<file path="src/design/pqem_pkg.sv">
// Package for the extract-max priority queue: entry and command types,
// operation and status codes. No dependencies.
`default_nettype none

package pqem_pkg;

	// Operation codes carried on the operation field
	localparam logic OP_ENQUEUE = 1'b0;
	localparam logic OP_DEQUEUE = 1'b1;

	// Status codes returned with every result transaction
	localparam logic [1:0] ST_ENQUEUED = 2'd0;
	localparam logic [1:0] ST_DEQUEUED = 2'd1;
	localparam logic [1:0] ST_EMPTY    = 2'd2;
	localparam logic [1:0] ST_FULL     = 2'd3;

	// One stored entry
	typedef struct packed {
		logic signed [31:0] value;
		logic signed [15:0] prio;
	} entry_t;

	// Command broadcast to every cell of the chain
	typedef struct packed {
		logic   ins;
		logic   rem;
		entry_t new_entry;
	} cell_cmd_t;

endpackage

`default_nettype wire

</file>
<file path="src/design/priority_queue_extract_max_unit.sv">
// Top level of the extract-max priority queue. Depends on pqem_pkg, pqem_cell.
//
// Bounded priority queue kept as a chain of QUEUE_DEPTH cells sorted by
// priority, highest first; equal priorities stay in arrival order, so a
// dequeue returns the oldest of the highest-priority entries. Every input
// transaction (enqueue or dequeue) yields exactly one result transaction with
// a status: enqueued, dequeued (with value and priority), empty on dequeue or
// full on enqueue (queue unchanged, value and priority zero). One operation
// is taken per clock while in_ready is high: each cell makes one signed
// priority compare per cycle; the head cell's answer enters the result
// register in the cycle after acceptance. in_ready is low only while that
// register holds a result not yet taken. No clearing pass after reset.
`default_nettype none

module priority_queue_extract_max_unit #(
	parameter int QUEUE_DEPTH = 16
) (
	input  wire logic               clk,
	input  wire logic               arst_n,
	input  wire logic               in_valid,
	output logic                    in_ready,
	input  wire logic               operation,
	input  wire logic signed [31:0] item_value,
	input  wire logic signed [15:0] item_priority,
	output logic                    out_valid,
	input  wire logic               out_ready,
	output logic signed [31:0]      out_value,
	output logic signed [15:0]      out_priority,
	output logic [1:0]              status
);
	import pqem_pkg::*;

	localparam int CW = $clog2(QUEUE_DEPTH + 1);

	logic [CW-1:0]           count_q;
	logic                    out_valid_q;
	logic signed [31:0]      out_value_q;
	logic signed [15:0]      out_prio_q;
	logic [1:0]              status_q;

	logic                    accept;
	logic                    is_full;
	logic                    is_empty;
	cell_cmd_t               cmd;
	entry_t                  cell_entry [QUEUE_DEPTH];
	logic [QUEUE_DEPTH-1:0]  cell_keep;
	logic [QUEUE_DEPTH-1:0]  cell_occ;

	// Handshake and command decode
	assign in_ready  = !out_valid_q || out_ready;
	assign accept    = in_valid && in_ready;
	assign is_full   = (count_q == CW'(QUEUE_DEPTH));
	assign is_empty  = (count_q == '0);

	assign cmd.ins             = accept && (operation == OP_ENQUEUE) && !is_full;
	assign cmd.rem             = accept && (operation == OP_DEQUEUE) && !is_empty;
	assign cmd.new_entry.value = item_value;
	assign cmd.new_entry.prio  = item_priority;

	// Cell chain
	for (genvar i = 0; i < QUEUE_DEPTH; i++) begin : g_cell
		entry_t left_e;
		entry_t right_e;
		logic   left_k;

		assign cell_occ[i] = (count_q > CW'(i));

		if (i == 0) begin : g_head
			assign left_e = cmd.new_entry;
			assign left_k = 1'b1;
		end else begin : g_body
			assign left_e = cell_entry[i-1];
			assign left_k = cell_keep[i-1];
		end

		if (i == QUEUE_DEPTH - 1) begin : g_tail
			assign right_e = cell_entry[i];
		end else begin : g_mid
			assign right_e = cell_entry[i+1];
		end

		pqem_cell u_cell (
			.clk        (clk),
			.cmd        (cmd),
			.occupied   (cell_occ[i]),
			.left_keep  (left_k),
			.left_entry (left_e),
			.right_entry(right_e),
			.entry      (cell_entry[i]),
			.keep       (cell_keep[i])
		);
	end

	// Fill count and result valid
	always_ff @(posedge clk or negedge arst_n) begin
		if (!arst_n) begin
			count_q     <= '0;
			out_valid_q <= 1'b0;
		end else begin
			if (cmd.ins) begin
				count_q <= count_q + CW'(1);
			end else if (cmd.rem) begin
				count_q <= count_q - CW'(1);
			end
			if (accept) begin
				out_valid_q <= 1'b1;
			end else if (out_ready) begin
				out_valid_q <= 1'b0;
			end
		end
	end

	// Result payload
	always_ff @(posedge clk) begin
		if (accept) begin
			if (operation == OP_ENQUEUE) begin
				out_value_q <= '0;
				out_prio_q  <= '0;
				status_q    <= is_full ? ST_FULL : ST_ENQUEUED;
			end else if (is_empty) begin
				out_value_q <= '0;
				out_prio_q  <= '0;
				status_q    <= ST_EMPTY;
			end else begin
				status_q    <= ST_DEQUEUED;
				out_value_q <= cell_entry[0].value;
				out_prio_q  <= cell_entry[0].prio;
			end
		end
	end

	assign out_valid    = out_valid_q;
	assign out_value    = out_value_q;
	assign out_priority = out_prio_q;
	assign status       = status_q;

	// Checks
	a_count_bound: assert property (@(posedge clk) disable iff (!arst_n)
		count_q <= CW'(QUEUE_DEPTH))
		else $error("fill count beyond queue depth");

	a_deq_count: assert property (@(posedge clk) disable iff (!arst_n)
		cmd.rem |=> count_q == $past(count_q) - CW'(1))
		else $error("dequeue did not lower the fill count");

	a_accept_result: assert property (@(posedge clk) disable iff (!arst_n)
		accept |=> out_valid)
		else $error("accepted transaction produced no result");

	a_head_sorted: assert property (@(posedge clk) disable iff (!arst_n)
		count_q >= CW'(2) |-> cell_entry[0].prio >= cell_entry[1].prio)
		else $error("head entry does not hold the highest priority");

endmodule

`default_nettype wire

</file>
<file path="src/design/pqem_cell.sv">
// One cell of the sorted priority chain: holds one entry and decides each
// cycle whether to hold, take the new entry, or take a neighbor's entry.
// Depends on pqem_pkg.
`default_nettype none

module pqem_cell (
	input  wire logic               clk,
	input  wire pqem_pkg::cell_cmd_t cmd,
	input  wire logic               occupied,
	input  wire logic               left_keep,
	input  wire pqem_pkg::entry_t   left_entry,
	input  wire pqem_pkg::entry_t   right_entry,
	output pqem_pkg::entry_t        entry,
	output logic                    keep
);
	import pqem_pkg::*;

	entry_t entry_q;

	// Entry stays put on insert if it ranks at or above the new one
	// (ties keep the older entry ahead)
	assign keep  = occupied && (entry_q.prio >= cmd.new_entry.prio);
	assign entry = entry_q;

	// Insert shifts the lower part down by one; remove shifts all up by one
	always_ff @(posedge clk) begin
		if (cmd.ins) begin
			if (!keep) begin
				if (left_keep) begin
					entry_q <= cmd.new_entry;
				end else begin
					entry_q <= left_entry;
				end
			end
		end else if (cmd.rem) begin
			entry_q <= right_entry;
		end
	end

endmodule

`default_nettype wire

</file>
<file path="config.mk">
export PLATFORM = sky130hd
export DESIGN_NAME = priority_queue_extract_max_unit
export DESIGN_NICKNAME = d
export VERILOG_FILES = /design/src/design/pqem_pkg.sv /design/src/design/priority_queue_extract_max_unit.sv /design/src/design/pqem_cell.sv
export SDC_FILE = /design/constraint.sdc
export NUM_CORES = 2
export LEC_CHECK = 0
export CORE_MARGIN = 3
export CORE_UTILIZATION = 49
export DETAILED_ROUTE_END_ITERATION = 8
export DONT_BUFFER_PORTS = 1
export GPL_TIMING_DRIVEN = 0
export MAX_ROUTING_LAYER = met4
export SYNTH_ARGS = -nofsm -noshare
export SYNTH_HDL_FRONTEND = slang
export SYNTH_HIERARCHICAL = 1
export SYNTH_SLANG_ARGS = --single-unit
export TNS_END_PERCENT = 10
</file>
<file path="constraint.sdc">
create_clock -name clk -period 14.89 [get_ports clk]
set_input_delay 0.7445 -clock clk [delete_from_list [all_inputs] [get_ports clk]]
set_output_delay 0.7445 -clock clk [all_outputs]
set_load 0.01 [all_outputs]
</file>
[Word level (Yosys, flattened, before mapping)]
Index checks and enable logic that the tools add are counted.
W data, S select, Z words.
Word-level totals
  logic and storage cells: 201
  flip-flop bits (word level): 824
  output and inout port bits: 52
Operators by class
  reduce and logical (&&, ||, !) cells: 45
  eq/ne operators: 16
  muxes and demuxes: 67
  bitwise operators: 2
  magnitude comparators: 32
  add/subtract/negate cells: 2
Operators by type and width (number)
  $mux W48: 60
  $ge A16 B16 Y1: 16
  $gt A5 B4 Y1 const B: 8
  $reduce_and A2 Y1: 16
  $ne A2 B2 Y1 const B: 15
  $logic_and A1 B1 Y1: 21
  $gt A5 B3 Y1 const B: 4
  $gt A5 B1 Y1 const B: 2
  $gt A5 B2 Y1 const B: 2
  $mux W5: 2
  $mux W2: 3
  $add A5 B1 Y5 const B: 1
  $eq A5 B5 Y1 const B: 1
  $logic_not A5 Y1: 1
  $sub A5 B1 Y5 const B: 1
  $reduce_bool A2 Y1: 2
  $logic_not A1 Y1: 3
  $mux W1: 2
  $not A1 Y1: 2
  $reduce_or A2 Y1: 1
  $logic_or A1 B1 Y1: 1

[Longest topological paths before layout]
  depth after elaboration: 7
  gate-level depth with buffers: 13
  gate-level depth less buffers: 9

[Hierarchy]
The synthesis kept the hierarchy.
By module, submodules not included
  pqem_cell at g_cell[0].u_cell ...: cells each 270, times used 10, area each 2896.5 um2
  pqem_cell at g_cell[4].u_cell ...: cells each 278, times used 6, area each 2940.3 um2
  priority_queue_extract_max_unit: cells each 199, times used 1, area each 2542.4 um2

[Least setup slack after synthesis]
OpenSTA, ideal clock, no wires.
  path kind: in2reg
  from: in out_ready
  to: reg g_cell[4].u_cell.entry_q, in the netlist g_cell[4].u_cell/entry[0] (enable)
  required time: 14436 ps
  arrival time: 4823 ps
  stages: 6
  path buffers: 0
  slack: 9613 ps
  library setup time: 454 ps
  cells stage by stage: nand2b_1 > nand2_1 > inv_1 > and2_1 > nor2_1 > a311oi_2
RTL lines
  from (decl): RTL line priority_queue_extract_max_unit.sv:26  | input wire logic out_ready,
  to (signal assigned): RTL line pqem_cell.sv:30  | entry_q <= cmd.new_entry;
  to (signal assigned): RTL line pqem_cell.sv:32  | entry_q <= left_entry;
  to (signal assigned): RTL line pqem_cell.sv:36  | entry_q <= right_entry;
  to (decl): RTL line pqem_cell.sv:18  | entry_t entry_q;

==> results.cfg <==
[floorplanning]
chipHeight_um = 323
core_area_um2 = 99000
die-area_um2 = 104000
rows = 115
die_w_um = 323
start_util_pct = 49.6
io_pins = 105

[yosys]
syn_area_per_cell_um2 = 10.8
syn_nets = 4881
syn_inst = 4566
netlist_area_um2 = 49100
ys_warn_count = 6

[route]
wl_per_cell_um = 20.0
dr_total_vias = 32800
first_pass_iters = 6
wl_um = 121000
vias_per_cell = 5.43
ant_nets = 0
drt_iter0_drc = 2199
drc = 0

[grt]
grt_util_all_layers_pct = 23.9
overflow = 0
grt_max_degree = 51
grt_pass1_wl_um = 189000
antenna_found_initial = 0
grt_pass1_vias = 33300

[setup_path]
critPathArrivalTime_ps = 4590
crit_required_ps = 15230
startpoint_type = flip-flop
path_class = reg -> reg
end_kind = flip-flop
cp_max_fo = 19

[timing]
finalSetupTns_ps = 0
whs_ps = 210
fin_crit_sh_pct = 28.5
skew_ps = 26.8
setup_viol = 0
final_hold_viol_count = 0
maxClockFrequency_ghz = 0.235
worst_slack_ps = 10640
rsz0062_at_grt = no
fin_crit_ps = 4250
relSlewSlack_pct = 7.76
worst_pin_slew_ps = 1370
maxSlewViolCount = 0

[finish]
nFillCells = 8781
fin_nets = 5000
drive_above_1_share_pct = 7.30
stdcell_count = 6043
n_antenna_cell = 0
area_growth_pct = 10.1

[cts]
h-tree-depth = 3
insertion_delay_ps = 660
post_cts_buffers = 0
cts_buffers = 93
cts_sinks = 824
postCtsResizedCells = 0
clock-root-buffer = clkbuf_16
clockBufferDepth = 3
path_clk_slew_ps = 60
cts_tree = yes

[placement]
dp_hpwl_um = 98200
place_inst = 5876
io_buffers = 0
pre_cts_ws_ps = 10680
place_congestion = 0.908

[job]
cap_violations = 0

[hold_path]
hold_path.class = in -> reg

[status]
status = finished clean

[power_and_ir_drop]
peakVddDrop_v = 0.0000968
finalPower_mw = 7.97
power_density_nw_per_um2 = 147
leakage_nw = 22.5
## report_power, final
part	switching [mW]	total, mW	internal (mW)	leakage (nW)
combinational	1.43	2.50	1.07	13.4
sequential	0.242	3.30	3.06	7.70
clock	0.920	2.16	1.24	1.39
## what timing repair did
| item | 4_1_cts | 5_1_grt |
|---|---|---|
| endpoints found under the setup margin | 0 | 0 |
| hold buffers | 1 | 0 |
| endpoints found under the hold margin | 6 | 0 |
## stage by stage
| step | utilization (%) | instance area, µm² |
|---|---|---|
| finish | 54.6 | 54100 |
| detailed placement | 51.7 | 51200 |
| global route | 54.6 | 54100 |
| floorplan | - | 49100 |
| global placement | 51.3 | 50800 |
| CTS | 54.6 | 54100 |
## cells in the final DEF, fill, tap and decap left out, types with 9 or more instances in the layout
cell type	n
ha_1	262
o21ai_0	39
or4_1	10
edfxtp_1	818
and3_1	50
a21o_1	24
nand4_1	40
clkbuf_1	198
nor2_1	813
nand4_2	16
clkbuf_8	23
o21a_1	12
nand2_1	83
clkbuf_16	94
a2111oi_4	10
clkinv_1	26
a21o_2	10
clkinv_2	13
mux2i_1	768
o211ai_1	10
inv_1	277
a31o_2	10
buf_12	11
a31oi_1	13
and2b_2	10
a211oi_1	10
buf_4	12
nor3_1	19
a21oi_1	829
nand4b_1	10
nand2b_1	9
nor2b_1	11
buf_2	77
buf_8	12
a2111o_1	10
## flip-flops by register name, summed over array words and instances, names as in the netlist
name,count
count_q,5
out_value,32
out_valid,1
g_cell.u_cell/entry,768
out_priority,16
status,2
## layer usage
layer	global-route usage (%)	vias up	wire, µm
met2	38.0	757	55600
li1	-	16900	-
met5	-	-	0
met1	32.6	15000	56200
met4	5.95	0	3070
met3	3.28	185	6090
## worst paths after layout
path / startpoint / to / slack, ps / cells past startpoint
max: count_q[0] / g_cell[9].u_cell/entry[28] / 10640 / 11
min: in_valid / out_valid / 210 / 1
max reg2reg: count_q[0] / g_cell[9].u_cell/entry[28] / 10640 / 11
min reg2reg: g_cell[0].u_cell/entry[43] / out_value[27] / 590 / 1
max in group asynchronous: arst_n / count_q[4] / 14140 / 1
min in group asynchronous: arst_n / count_q[2] / 460 / 1
## layout make-up
class                           instances  area, µm²  share of cell area [%]
Sequential cell                       824      24700                    45.7
Multi-Input combinational cell       3170      22000                    40.7
Clock buffer                          123       2490                    4.61
Tap cell                             1287       1610                    2.98
Buffer                                288       1430                    2.64
Inverter                              284       1070                    1.97
Timing Repair Buffer                   24        410                   0.759
Clock inverter                         43        360                   0.666
## worst max-delay path, stage by stage (launching register included)
cell      delay [ps]
dfrtp_1          370
buf_2            200
inv_1            110
ha_1             250
nor4bb_1         150
and4bb_2         740
clkbuf_1         440
buf_2            350
nor2_1           120
a311oi_4         690
buf_8            270
buf_8            200
Note: power is estimated with default switching activity, not from simulation.
